[src/ssr_pkg.sv]
package ssr_pkg;

  localparam int unsigned ECHO_W  = 15;
  localparam int unsigned ANGLE_W = 8;
  localparam int unsigned STEP_W  = 7;
  localparam int unsigned CM_W    = 10;
  localparam int unsigned DIST_W  = 14;
  localparam int unsigned DUTY_W  = 13;
  localparam int unsigned IN_DATA_W  = 16;
  localparam int unsigned OUT_DATA_W = 88;

  localparam logic [ANGLE_W-1:0] ANGLE_FULL  = 8'd180;
  localparam logic [ANGLE_W-1:0] ANGLE_LEFT  = 8'd110;
  localparam logic [ANGLE_W-1:0] ANGLE_RIGHT = 8'd70;
  localparam logic [ANGLE_W-1:0] ANGLE_RESET = 8'd90;

  localparam logic [DUTY_W-1:0] DUTY_BASE     = 13'd1638;
  // 6226 = 34*180 + 106: the whole part is a plain multiply, the rest goes
  // through an exact reciprocal (2^24/180 rounded up) for products below 19081.
  localparam logic [DUTY_W-1:0] DUTY_WHOLE    = 13'd34;
  localparam logic [14:0]       DUTY_FRAC     = 15'd106;
  localparam logic [31:0]       DUTY_RECIP    = 32'd93207;

  localparam logic [23:0]       ECHO_SCALE    = 24'd281;
  localparam logic [DIST_W-1:0] MIN_DIST      = 14'd32;
  localparam logic [DIST_W:0]   PATH_MARGIN   = 15'd160;
  localparam logic [DIST_W-1:0] DIST_RESET    = 14'd3200;

  localparam logic [7:0] ECHO_NEW_Q8 = 8'd179;
  localparam logic [7:0] ECHO_OLD_Q8 = 8'd77;
  localparam logic [7:0] SECT_NEW_Q8 = 8'd154;
  localparam logic [7:0] SECT_OLD_Q8 = 8'd102;

  localparam logic [1:0] STATUS_CLEAR     = 2'd0;
  localparam logic [1:0] STATUS_OBSTACLE  = 2'd1;
  localparam logic [1:0] STATUS_VERYCLOSE = 2'd2;

  localparam logic [1:0] PATH_CENTER = 2'd0;
  localparam logic [1:0] PATH_LEFT   = 2'd1;
  localparam logic [1:0] PATH_RIGHT  = 2'd2;

  localparam logic [2:0] REG_MIN_ANGLE  = 3'd0;
  localparam logic [2:0] REG_MAX_ANGLE  = 3'd1;
  localparam logic [2:0] REG_SWEEP_STEP = 3'd2;
  localparam logic [2:0] REG_MAX_RANGE  = 3'd3;
  localparam logic [2:0] REG_VERY_CLOSE = 3'd4;
  localparam logic [2:0] REG_WARNING    = 3'd5;

  typedef struct packed {
    logic [ANGLE_W-1:0] min_angle;
    logic [ANGLE_W-1:0] max_angle;
    logic [STEP_W-1:0]  sweep_step;
    logic [CM_W-1:0]    max_range_cm;
    logic [CM_W-1:0]    very_close_cm;
    logic [CM_W-1:0]    warning_cm;
  } cfg_t;

  typedef struct packed {
    logic load;
    logic angle;
    logic smooth;
    logic sector;
    logic finish;
  } cmd_t;

  function automatic logic [DIST_W-1:0] ema(input logic [DIST_W-1:0] nw,
                                            input logic [DIST_W-1:0] old,
                                            input logic [7:0] wn,
                                            input logic [7:0] wo);
    logic [21:0] acc;
    acc = 22'(nw) * 22'(wn) + 22'(old) * 22'(wo);
    return acc[21:8];
  endfunction

endpackage

[src/sweep_radar_scan_step.sv]
// Sweep radar scan step: each input transaction is one scan step carrying the
// echo width in microseconds (0 for timeout). The block advances the sweep
// angle, bounces it at the configured limits, and returns one result with the
// servo duty, the current distance in 1/16 cm, the three smoothed sector
// distances, the obstacle status, the best path and the front-blocked flag.
// A step is accepted only while the sequencer is idle, so a new step is not
// taken until the last one's result has gone into the output register:
// a four-step sequencer walks one datapath through angle, echo smoothing,
// sector smoothing and classification. Results wait in an output register,
// and the sequencer holds its last step while that register is still full.
// Configuration registers sit at byte addresses 0, 4, ... 20 in the order
// min_angle, max_angle, sweep_step, max_range_cm, very_close_cm, warning_cm.
module sweep_radar_scan_step (
  input  logic                           clk,
  input  logic                           rst,
  input  logic                           s_tvalid,
  output logic                           s_tready,
  input  logic [ssr_pkg::IN_DATA_W-1:0]  s_tdata,   // [14:0] echo_us
  output logic                           m_tvalid,
  input  logic                           m_tready,
  // [7:0] angle, [20:8] servo_duty, [34:21] distance, [48:35] left sector,
  // [62:49] center sector, [76:63] right sector, [78:77] status,
  // [80:79] path choice, [81] front_blocked
  output logic [ssr_pkg::OUT_DATA_W-1:0] m_tdata,
  input  logic                           psel,
  input  logic                           penable,
  input  logic                           pwrite,
  input  logic [4:0]                     paddr,
  input  logic [31:0]                    pwdata,
  output logic [31:0]                    prdata,
  output logic                           pready
);
  import ssr_pkg::*;

  cfg_t       cfg;
  cmd_t       cmd;
  logic       wr_en;
  logic [2:0] reg_idx;

  assign pready  = 1'b1;
  assign reg_idx = paddr[4:2];
  assign wr_en   = psel && penable && pwrite && pready;

  always_ff @(posedge clk) begin
    if (rst) begin
      cfg.min_angle     <= 8'd0;
      cfg.max_angle     <= 8'd180;
      cfg.sweep_step    <= 7'd2;
      cfg.max_range_cm  <= 10'd400;
      cfg.very_close_cm <= 10'd15;
      cfg.warning_cm    <= 10'd30;
    end else if (wr_en) begin
      unique case (reg_idx)
        REG_MIN_ANGLE:  cfg.min_angle     <= pwdata[ANGLE_W-1:0];
        REG_MAX_ANGLE:  cfg.max_angle     <= pwdata[ANGLE_W-1:0];
        REG_SWEEP_STEP: cfg.sweep_step    <= pwdata[STEP_W-1:0];
        REG_MAX_RANGE:  cfg.max_range_cm  <= pwdata[CM_W-1:0];
        REG_VERY_CLOSE: cfg.very_close_cm <= pwdata[CM_W-1:0];
        REG_WARNING:    cfg.warning_cm    <= pwdata[CM_W-1:0];
        default: ;
      endcase
    end
  end

  always_comb begin
    unique case (reg_idx)
      REG_MIN_ANGLE:  prdata = 32'(cfg.min_angle);
      REG_MAX_ANGLE:  prdata = 32'(cfg.max_angle);
      REG_SWEEP_STEP: prdata = 32'(cfg.sweep_step);
      REG_MAX_RANGE:  prdata = 32'(cfg.max_range_cm);
      REG_VERY_CLOSE: prdata = 32'(cfg.very_close_cm);
      REG_WARNING:    prdata = 32'(cfg.warning_cm);
      default:        prdata = '0;
    endcase
  end

  ssr_ctrl u_ctrl (
    .clk      (clk),
    .rst      (rst),
    .s_tvalid (s_tvalid),
    .s_tready (s_tready),
    .m_tvalid (m_tvalid),
    .m_tready (m_tready),
    .cmd      (cmd)
  );

  ssr_dp u_dp (
    .clk      (clk),
    .rst      (rst),
    .cmd      (cmd),
    .cfg      (cfg),
    .echo_in  (s_tdata[ECHO_W-1:0]),
    .out_data (m_tdata)
  );

endmodule

[src/ssr_ctrl.sv]
module ssr_ctrl (
  input  logic          clk,
  input  logic          rst,
  input  logic          s_tvalid,
  output logic          s_tready,
  output logic          m_tvalid,
  input  logic          m_tready,
  output ssr_pkg::cmd_t cmd
);
  import ssr_pkg::*;

  typedef enum logic [2:0] {
    ST_IDLE,
    ST_ANGLE,
    ST_SMOOTH,
    ST_SECTOR,
    ST_FINISH
  } state_t;

  state_t state;
  logic   out_free;

  assign s_tready = (state == ST_IDLE);
  assign out_free = !m_tvalid || m_tready;

  always_comb begin
    cmd        = '0;
    cmd.load   = (state == ST_IDLE) && s_tvalid;
    cmd.angle  = (state == ST_ANGLE);
    cmd.smooth = (state == ST_SMOOTH);
    cmd.sector = (state == ST_SECTOR);
    cmd.finish = (state == ST_FINISH) && out_free;
  end

  always_ff @(posedge clk) begin
    if (rst) begin
      state    <= ST_IDLE;
      m_tvalid <= 1'b0;
    end else begin
      // load a finished result, else drop the one just taken
      if (cmd.finish) begin
        m_tvalid <= 1'b1;
      end else if (m_tready) begin
        m_tvalid <= 1'b0;
      end
      unique case (state)
        ST_IDLE: begin
          if (s_tvalid) state <= ST_ANGLE;
        end
        ST_ANGLE:  state <= ST_SMOOTH;
        ST_SMOOTH: state <= ST_SECTOR;
        ST_SECTOR: state <= ST_FINISH;
        ST_FINISH: begin
          // hold until the output register is free
          if (out_free) begin
            state <= ST_IDLE;
          end
        end
        default: state <= ST_IDLE;
      endcase
    end
  end

endmodule

[src/ssr_dp.sv]
module ssr_dp (
  input  logic                           clk,
  input  logic                           rst,
  input  ssr_pkg::cmd_t                  cmd,
  input  ssr_pkg::cfg_t                  cfg,
  input  logic [ssr_pkg::ECHO_W-1:0]     echo_in,
  output logic [ssr_pkg::OUT_DATA_W-1:0] out_data
);
  import ssr_pkg::*;

  typedef enum logic [1:0] {
    SEC_CENTER,
    SEC_LEFT,
    SEC_RIGHT
  } sector_t;

  logic [ECHO_W-1:0]  echo;
  logic [DIST_W-1:0]  raw;
  logic [ANGLE_W-1:0] sweep_angle;
  logic               sweep_up;
  logic [DIST_W-1:0]  smoothed_echo;
  logic [DIST_W-1:0]  last_distance;
  logic [DIST_W-1:0]  left_memory;
  logic [DIST_W-1:0]  center_memory;
  logic [DIST_W-1:0]  right_memory;
  sector_t            sector;
  logic [14:0]        frac_prod;
  logic [6:0]         frac_quot;

  logic signed [9:0]  a_step;
  logic signed [9:0]  a_bounce;
  logic [ANGLE_W-1:0] angle_next;
  logic               sweep_up_next;
  logic [23:0]        raw_prod;
  logic [DIST_W-1:0]  range16;
  logic [DIST_W-1:0]  vc16;
  logic [DIST_W-1:0]  warn16;
  logic [DIST_W-1:0]  echo_target;
  logic [DIST_W-1:0]  smoothed_echo_next;
  logic [31:0]        quot_prod;
  logic [DUTY_W-1:0]  duty;
  logic [1:0]         status;
  logic [1:0]         route;
  logic               front_blocked;

  assign range16 = {cfg.max_range_cm, 4'b0000};
  assign vc16    = {cfg.very_close_cm, 4'b0000};
  assign warn16  = {cfg.warning_cm, 4'b0000};

  // step, bounce at the limits (upper first), then clamp to the servo span
  always_comb begin
    if (sweep_up) begin
      a_step = $signed({2'b00, sweep_angle}) + $signed({3'b000, cfg.sweep_step});
    end else begin
      a_step = $signed({2'b00, sweep_angle}) - $signed({3'b000, cfg.sweep_step});
    end
    a_bounce      = a_step;
    sweep_up_next = sweep_up;
    if (a_step >= $signed({2'b00, cfg.max_angle})) begin
      a_bounce      = $signed({2'b00, cfg.max_angle});
      sweep_up_next = 1'b0;
    end else if (a_step <= $signed({2'b00, cfg.min_angle})) begin
      a_bounce      = $signed({2'b00, cfg.min_angle});
      sweep_up_next = 1'b1;
    end
    if (a_bounce < 10'sd0) begin
      angle_next = '0;
    end else if (a_bounce > $signed({2'b00, ANGLE_FULL})) begin
      angle_next = ANGLE_FULL;
    end else begin
      angle_next = a_bounce[ANGLE_W-1:0];
    end
  end

  assign raw_prod = 24'(echo) * ECHO_SCALE;

  always_comb begin
    if (echo == '0 || raw < MIN_DIST || raw > range16) begin
      echo_target = range16;
    end else begin
      echo_target = raw;
    end
    smoothed_echo_next = ema(echo_target, smoothed_echo, ECHO_NEW_Q8, ECHO_OLD_Q8);
  end

  assign quot_prod = 32'(frac_prod) * DUTY_RECIP;

  always_comb begin
    duty = DUTY_BASE + 13'(sweep_angle) * DUTY_WHOLE + 13'(frac_quot);
    if (center_memory < vc16 || last_distance < vc16) begin
      status = STATUS_VERYCLOSE;
    end else if (center_memory < warn16 || last_distance < warn16) begin
      status = STATUS_OBSTACLE;
    end else begin
      status = STATUS_CLEAR;
    end
    if ({1'b0, left_memory} > {1'b0, right_memory} + PATH_MARGIN) begin
      route = PATH_LEFT;
    end else if ({1'b0, right_memory} > {1'b0, left_memory} + PATH_MARGIN) begin
      route = PATH_RIGHT;
    end else begin
      route = PATH_CENTER;
    end
    front_blocked = (center_memory < vc16);
  end

  always_ff @(posedge clk) begin
    if (rst) begin
      sweep_angle   <= ANGLE_RESET;
      sweep_up      <= 1'b1;
      smoothed_echo <= DIST_RESET;
      last_distance <= DIST_RESET;
      left_memory   <= DIST_RESET;
      center_memory <= DIST_RESET;
      right_memory  <= DIST_RESET;
    end else begin
      if (cmd.angle) begin
        sweep_angle <= angle_next;
        sweep_up    <= sweep_up_next;
      end
      if (cmd.smooth) begin
        smoothed_echo <= smoothed_echo_next;
        last_distance <= (echo == '0) ? range16 : smoothed_echo_next;
      end
      if (cmd.sector) begin
        case (sector)
          SEC_LEFT:  left_memory <= ema(last_distance, left_memory, SECT_NEW_Q8, SECT_OLD_Q8);
          SEC_RIGHT: right_memory <= ema(last_distance, right_memory, SECT_NEW_Q8,
                                         SECT_OLD_Q8);
          default:   center_memory <= ema(last_distance, center_memory, SECT_NEW_Q8,
                                          SECT_OLD_Q8);
        endcase
      end
    end
  end

  // payload registers
  always_ff @(posedge clk) begin
    if (cmd.load) begin
      echo <= echo_in;
    end
    if (cmd.angle) begin
      raw <= raw_prod[23:10];
      if (angle_next >= ANGLE_LEFT) begin
        sector <= SEC_LEFT;
      end else if (angle_next <= ANGLE_RIGHT) begin
        sector <= SEC_RIGHT;
      end else begin
        sector <= SEC_CENTER;
      end
    end
    if (cmd.smooth) begin
      frac_prod <= 15'(sweep_angle) * DUTY_FRAC;
    end
    if (cmd.sector) begin
      frac_quot <= quot_prod[30:24];
    end
    if (cmd.finish) begin
      out_data <= {6'b000000, front_blocked, route, status, right_memory,
                   center_memory, left_memory, last_distance, duty, sweep_angle};
    end
  end

endmodule
[config.mk]
export PLATFORM = sky130hd
export DESIGN_NAME = sweep_radar_scan_step
export DESIGN_NICKNAME = d
export VERILOG_FILES = /design/src/ssr_pkg.sv /design/src/sweep_radar_scan_step.sv /design/src/ssr_ctrl.sv /design/src/ssr_dp.sv
export SDC_FILE = /design/constraint.sdc
export NUM_CORES = 2
export LEC_CHECK = 0
export ABC_CLOCK_PERIOD_IN_PS = 10800
export BUFFER_PORTS_ARGS = -buffer_cell sky130_fd_sc_hd__buf_2
export CAP_MARGIN = 20
export CORE_ASPECT_RATIO = 0.75
export CORE_UTILIZATION = 30
export DETAILED_ROUTE_END_ITERATION = 12
export PLACE_DENSITY = 0.53
export SYNTH_ARGS = -nofsm -noshare
export SYNTH_HDL_FRONTEND = slang
export SYNTH_HIERARCHICAL = 1
export SYNTH_SLANG_ARGS = --single-unit
[constraint.sdc]
create_clock -name clk -period 10.8 [get_ports clk]
set_input_delay 0.54 -clock clk [delete_from_list [all_inputs] [get_ports clk]]
set_output_delay 0.54 -clock clk [all_outputs]
set_load 0.02 [all_outputs]
After elaboration in Yosys (flattened, before gate mapping)
Cells that the tools add are included.
- ROM bits: 0
- memory bits (writable): 0
- memories kept: 0
- logic and storage cells: 116
- latch bits: 0
- flip-flop bits (word level): 270
- input port bits: 60
- output and inout port bits: 123
- divide/modulo/power cells: 0
- bitwise gates (word level): 1
- $mul: 10
- muxes and demuxes: 18
- order comparisons: 14
- reduce and logical (&&, ||, !) cells: 27
- shift operators: 0
- add/subtract/negate cells: 10
- equality and inequality tests: 13
- operator list (kind ; number):
    $add A22 B21 Y22 ; 4
    $mul A14 B6 Y20 const B ; 3
    $pmux W10 S6 ; 1
    $lt A14 B14 Y1 ; 4
    $mul A14 B7 Y21 const B ; 2
    $add A14 B8 Y15 const B ; 2
    $gt A14 B15 Y1 ; 2
    $mul A14 B17 Y30 const B ; 1
    $mux W10 ; 3
    $mux W14 ; 2
    $mul A15 B9 Y24 const B ; 1
    $mul A14 B8 Y22 const B ; 1
    $reduce_and A2 Y1 ; 11
    $mux W8 ; 2
    $logic_not A15 Y1 ; 1
    $pmux W3 S5 ; 1
    $gt A14 B14 Y1 ; 1
    $lt A14 B6 Y1 const B ; 1
    $mul A8 B6 Y14 const B ; 1
    $add A11 B13 Y13 const A ; 1
    $add A13 B7 Y13 ; 1
    $eq A3 B2 Y1 const B ; 4
    $mul A8 B5 Y12 const B ; 1
    $ge A10 B9 Y1 ; 1
    23 further kinds ; 41

Depth between registers and ports, before layout
- word-level depth: 10
- gate-level depth with buffers: 35
- gate-level depth less buffers: 34

Hierarchy
Netlist, hierarchy kept.
- by module, submodules not included (module ; times used ; cells an instance ; area an instance (um^2)):
    ssr_dp ; 1 ; 3090 ; 29617.2
    sweep_radar_scan_step ; 1 ; 316 ; 2763.9
    ssr_ctrl ; 1 ; 19 ; 191.4

Worst setup path before layout
No wires, ideal clock.
- path kind: reg-to-reg
- start point: register u_dp.raw[5]
- end point: register u_dp.last_distance[13]
- setup time: 0.086 ns
- data arrival time: 7.701 ns
- setup slack: 3.013 ns
- data required time: 10.714 ns
- stages on the path, launching flop included: 34
- path through: edfxtp_1 ha_1 nor2b_1 o21a_1 o21a_1 o21a_1 o21a_1 o21ai_1 a21oi_1 o41ai_2 clkbuf_1 nand2_1 o21ai_0 ha_1 inv_1 fa_1 fa_1 inv_1 fa_1 inv_1 fa_1 inv_1 fa_1 ha_1 and4b_1 a221oi_1 o21ai_1 a21oi_1 o31ai_1 o41ai_1 o21bai_1 xnor2_1 a21oi_1 a211oi_1
- cells in the longest elaborated chain, start to end: 7
- ends and longest elaborated chain (item ; line ; RTL):
    start: declaration ; ssr_dp.sv:18 ; logic [DIST_W-1:0] raw;
    start signal: assignment ; ssr_dp.sv:143 ; raw <= raw_prod[23:10];
    $lt A14 B6 Y1 ; ssr_dp.sv:78 ; if (echo == '0 || raw < MIN_DIST || raw > range16) begin
    $logic_or A1 B1 Y1 (2 in series) ; ssr_dp.sv:78 ;
    $mux W14 (*) ; ssr_dp.sv:78 ;
    $mul A14 B8 Y22 (*) ; ssr_pkg.sv:71 ; acc = 22'(nw) * 22'(wn) + 22'(old) * 22'(wo);
    $add A22 B21 Y22 (*) ; ssr_pkg.sv:71 ;
    $mux W14 (*) ; ssr_dp.sv:123 ; last_distance <= (echo == '0) ? range16 : smoothed_echo_next;
    end signal: assignment ; ssr_dp.sv:123 ;
    end: declaration ; ssr_dp.sv:22 ; logic [DIST_W-1:0] last_distance;
Mark *: on every way between the ends. The rest lies on a longest branch, timed or not.
A chain may end at the register's enable or synchronous reset.

Worst setup path after layout
- start point: register u_dp.echo[9]
- end point: register u_dp.last_distance[13]
- cells in the longest elaborated chain, start to end: 7
- ends and longest elaborated chain (item ; line ; RTL):
    start: declaration ; ssr_dp.sv:17 ; logic [ECHO_W-1:0] echo;
    start signal: assignment ; ssr_dp.sv:140 ; echo <= echo_in;
    $logic_not A15 Y1 (*) ; ssr_dp.sv:78, ssr_dp.sv:123 ;
    $logic_or A1 B1 Y1 (2 in series) ; ssr_dp.sv:78 ;
    $mux W14 ; ssr_dp.sv:78 ;
    $mul A14 B8 Y22 ; ssr_pkg.sv:71 ;
    $add A22 B21 Y22 ; ssr_pkg.sv:71 ;
    $mux W14 (*) ; ssr_dp.sv:123 ;
Marked as above.

==> qor.log <==
qor: global_routing.grt_start_max_net_pins 83
qor: clock_network.cts_inserted_buffers 36
qor: synthesis.post_synth.cell_area_avg 9.51 um2
qor: routing.routed_wl 83.3 mm
qor: routing.post-route-drc-count 15
qor: clock_network.clk-insertion-delay-late 570 ps
qor: placed_design.place.detailed.hpwl 68.4 mm
qor: die.die_area 110000 um2
qor: die.die_height 287 um
qor: synthesis.synth_top_flop_cell sky130_fd_sc_hd__dfxtp_1
qor: final_layout.drive_gt1_share 7.00%
qor: clock_network.cts_setup_buffers 0
qor: clock_network.cts_buffer_depth 3
qor: placed_design.gpl.final_weighted_congestion 0.857
qor: final_layout.area_growth 10.3%
qor: clock_network.hold_buffers 0
qor: timing.setup-tns-final 0 ps
qor: global_routing.grt_overflow_total 0
qor: synthesis.post-synth-top-area-cell sky130_fd_sc_hd__ha_1
qor: routing.num_vias 23259
qor: die.std_cell_rows 104
qor: timing.slew_headroom 31.3%
qor: global_routing.grt_util_all_layers 15.3%
qor: clock_network.cts.root.buffer_cell sky130_fd_sc_hd__clkbuf_16
qor: synthesis.synth_area 32600 um2
qor: clock_network.postCtsResizedCells 0
qor: clock_network.cts.htree.levels 2
qor: synthesis.yosys.cell_types.count 99
qor: timing.fin_skew 19.6 ps
qor: worst_setup_path.cp.required 11280 ps
qor: die.initial_utilization 30.3%
qor: timing.final_max_slew_viol_count 0
qor: routing.detail_route.wl_per_cell 16.6 um
qor: global_routing.grt_pass1_vias 23256
qor: timing.worst-slew-pin-transition 1030 ps
qor: final_layout.fin_nets 4547
qor: synthesis.synth_most_common_cell sky130_fd_sc_hd__inv_1
qor: synthesis.ys_ff_latch 270
qor: timing.fin_crit_sh 84.1%
qor: routing.ant_nets 0
qor: synthesis.netlist_top_cells_area sky130_fd_sc_hd__ha_1, sky130_fd_sc_hd__fa_1, sky130_fd_sc_hd__edfxtp_1
qor: timing.hold_violations 0
qor: timing.final_min_period 9090 ps
qor: synthesis.number_of_warnings_issued_by_yosys 6
qor: clock_network.tritoncts built
qor: routing.vias_per_cell 4.65
qor: worst_setup_path.end_kind flop
qor: synthesis.synth-edff-count 134
qor: worst_setup_path.timing_worst_setup_path_type reg2reg
qor: clock_network.sinks_on_clock_net 270
qor: outcome.failed_checks design-rule violations
qor: synthesis.post-synth-top-area-fraction 26.2%
qor: global_routing.grt_first_pass_wirelength 132 mm
qor: worst_setup_path.max_stage_delay 850 ps
qor: synthesis.synthesis.instances 3425
qor: die.dieWidth 382 um
qor: global_routing.number_of_antenna_violations_at_the_first_check_in_global_routing 12
qor: placed_design.number_of_buffers_added_on_ports 128
qor: routing.detail_route.first_pass.iterations 9
qor: synthesis.synth_async_sr_flop_share 0%
qor: worst_setup_path.critical_path_arrival 9560 ps
qor: die.io_pins 183
qor: timing.maxClockFrequency 110 MHz
qor: outcome.status complete, but fails checks
qor: worst_setup_path.r2r_slack 1710 ps
qor: worst_setup_path.startpoint_class flop
qor: die.core_area 107000 um2
qor: job.number_of_violations_of_the_max_capacitance_limit 0
qor: timing.grt_setup_unrepaired no
qor: timing.setup-violations-final 0
qor: worst_setup_path.cp_slowest_cell sky130_fd_sc_hd__or4_1
qor: clock_network.clk_pin_slew 60 ps
qor: synthesis.synth_sequential_area_ratio 20.7%
qor: synthesis.synth.top_cells.by_count sky130_fd_sc_hd__inv_1, sky130_fd_sc_hd__ha_1, sky130_fd_sc_hd__fa_1
qor: routing.initialDrtViolationCount 1216
qor: worst_setup_path.cp_max_fo 17
qor: min_path.classification_of_the_worst_slack_hold_path in2reg
## path summary, 6_finish.rpt
| path | start | end | depth (start not counted) |
|---|---|---|---|
| max | u_dp/echo[9]$_DFFE_PP_ | u_dp/last_distance[13]$_SDFFE_PP0P_ | 30 |
| min | s_tdata[2] | u_dp/echo[2]$_DFFE_PP_ | 1 |
| max reg2reg | u_dp/echo[9]$_DFFE_PP_ | u_dp/last_distance[13]$_SDFFE_PP0P_ | 30 |
| min reg2reg | u_dp/frac_quot[0]$_DFFE_PP_ | u_dp/out_data[8]$_DFFE_PP_ | 0 |
## area by class of cell
class / instances / area (um2)
Timing Repair Buffer: 141 / 741
Clock buffer: 46 / 1030
Tap cell: 1431 / 1790
Clock inverter: 19 / 154
Multi-Input combinational cell: 2394 / 22800
Antenna cell: 2 / 5.00
Inverter: 701 / 2630
Sequential cell: 270 / 6750
Fill cell: 11143 / 71600
## registers in the layout (all words and copies together), names as in the netlist, 2 cells and up
| signal | cells |
|---|---|
| u_dp/frac_prod | 14 |
| u_dp/last_distance | 14 |
| u_dp/frac_quot | 7 |
| u_dp/left_memory | 14 |
| u_dp/smoothed_echo | 14 |
| cfg | 53 |
| u_ctrl/state | 3 |
| u_dp/right_memory | 14 |
| u_dp/echo | 15 |
| u_dp/out_data | 82 |
| u_dp/sector | 2 |
| u_dp/center_memory | 14 |
| u_dp/sweep_angle | 8 |
| u_dp/raw | 14 |
## logic make-up after synthesis
logic type	after synthesis	share of synthesized area, %
fa+ha+maj	943	42.3
buf+inv	787	9.61
simple gates	631	9.54
compound gates	570	11.6
flops	270	20.7
xor+xnor	156	4.19
mux	65	2.05
other cells	3	0.0346
## layout by cell type (no fill, tap or decap), types with 52 or more instances in the layout
cell type / synthesis / routed
sky130_fd_sc_hd__nand2_1: 119 / 119
sky130_fd_sc_hd__a21oi_1: 184 / 184
sky130_fd_sc_hd__fa_1: 262 / 262
sky130_fd_sc_hd__xnor2_1: 113 / 113
sky130_fd_sc_hd__edfxtp_1: 134 / 134
sky130_fd_sc_hd__ha_1: 681 / 681
sky130_fd_sc_hd__buf_2: 11 / 127
sky130_fd_sc_hd__a21o_1: 56 / 56
sky130_fd_sc_hd__o21ai_0: 101 / 101
sky130_fd_sc_hd__nand2b_1: 52 / 52
sky130_fd_sc_hd__nor2_1: 192 / 192
sky130_fd_sc_hd__dfxtp_1: 136 / 136
sky130_fd_sc_hd__nand3_1: 69 / 69
sky130_fd_sc_hd__inv_1: 700 / 700
## routing by layer
| layer | up-vias | wire [um] | global-route usage [%] |
|---|---|---|---|
| li1 | 11696 | - | - |
| met1 | 11075 | 43000 | 22.7 |
| met2 | 380 | 33800 | 22.7 |
| met3 | 94 | 4790 | 3.02 |
| met4 | 14 | 1620 | 3.45 |
| met5 | - | 106 | 0 |
## per-stage QoR
stage          worst slack [ps]  utilization (%)  hold WS (ps)  cells  cell area (um2)
2_1_floorplan              3010                -           400   3451            32700
3_3_place_gp               1520             32.3           409   4937            34700
5_1_grt                    1020             33.4           128   5004            35900
6_report                   1710             33.4           155   5004            35900
3_5_place_dp               1580             32.3           408   4937            34700
4_1_cts                    1570             33.4           113   5002            35900
## critical path: cells and delay by family (launching register included)
kind / cells / cell delay, ps
simple gates: 5 / 1550
compound gates: 11 / 3120
buf+inv: 5 / 390
fa+ha+maj: 8 / 3210
xor+xnor: 1 / 210
flops: 1 / 500
Power is not shown: default switching activity piles up to over one toggle a cycle in this logic, so the estimate is an artifact.
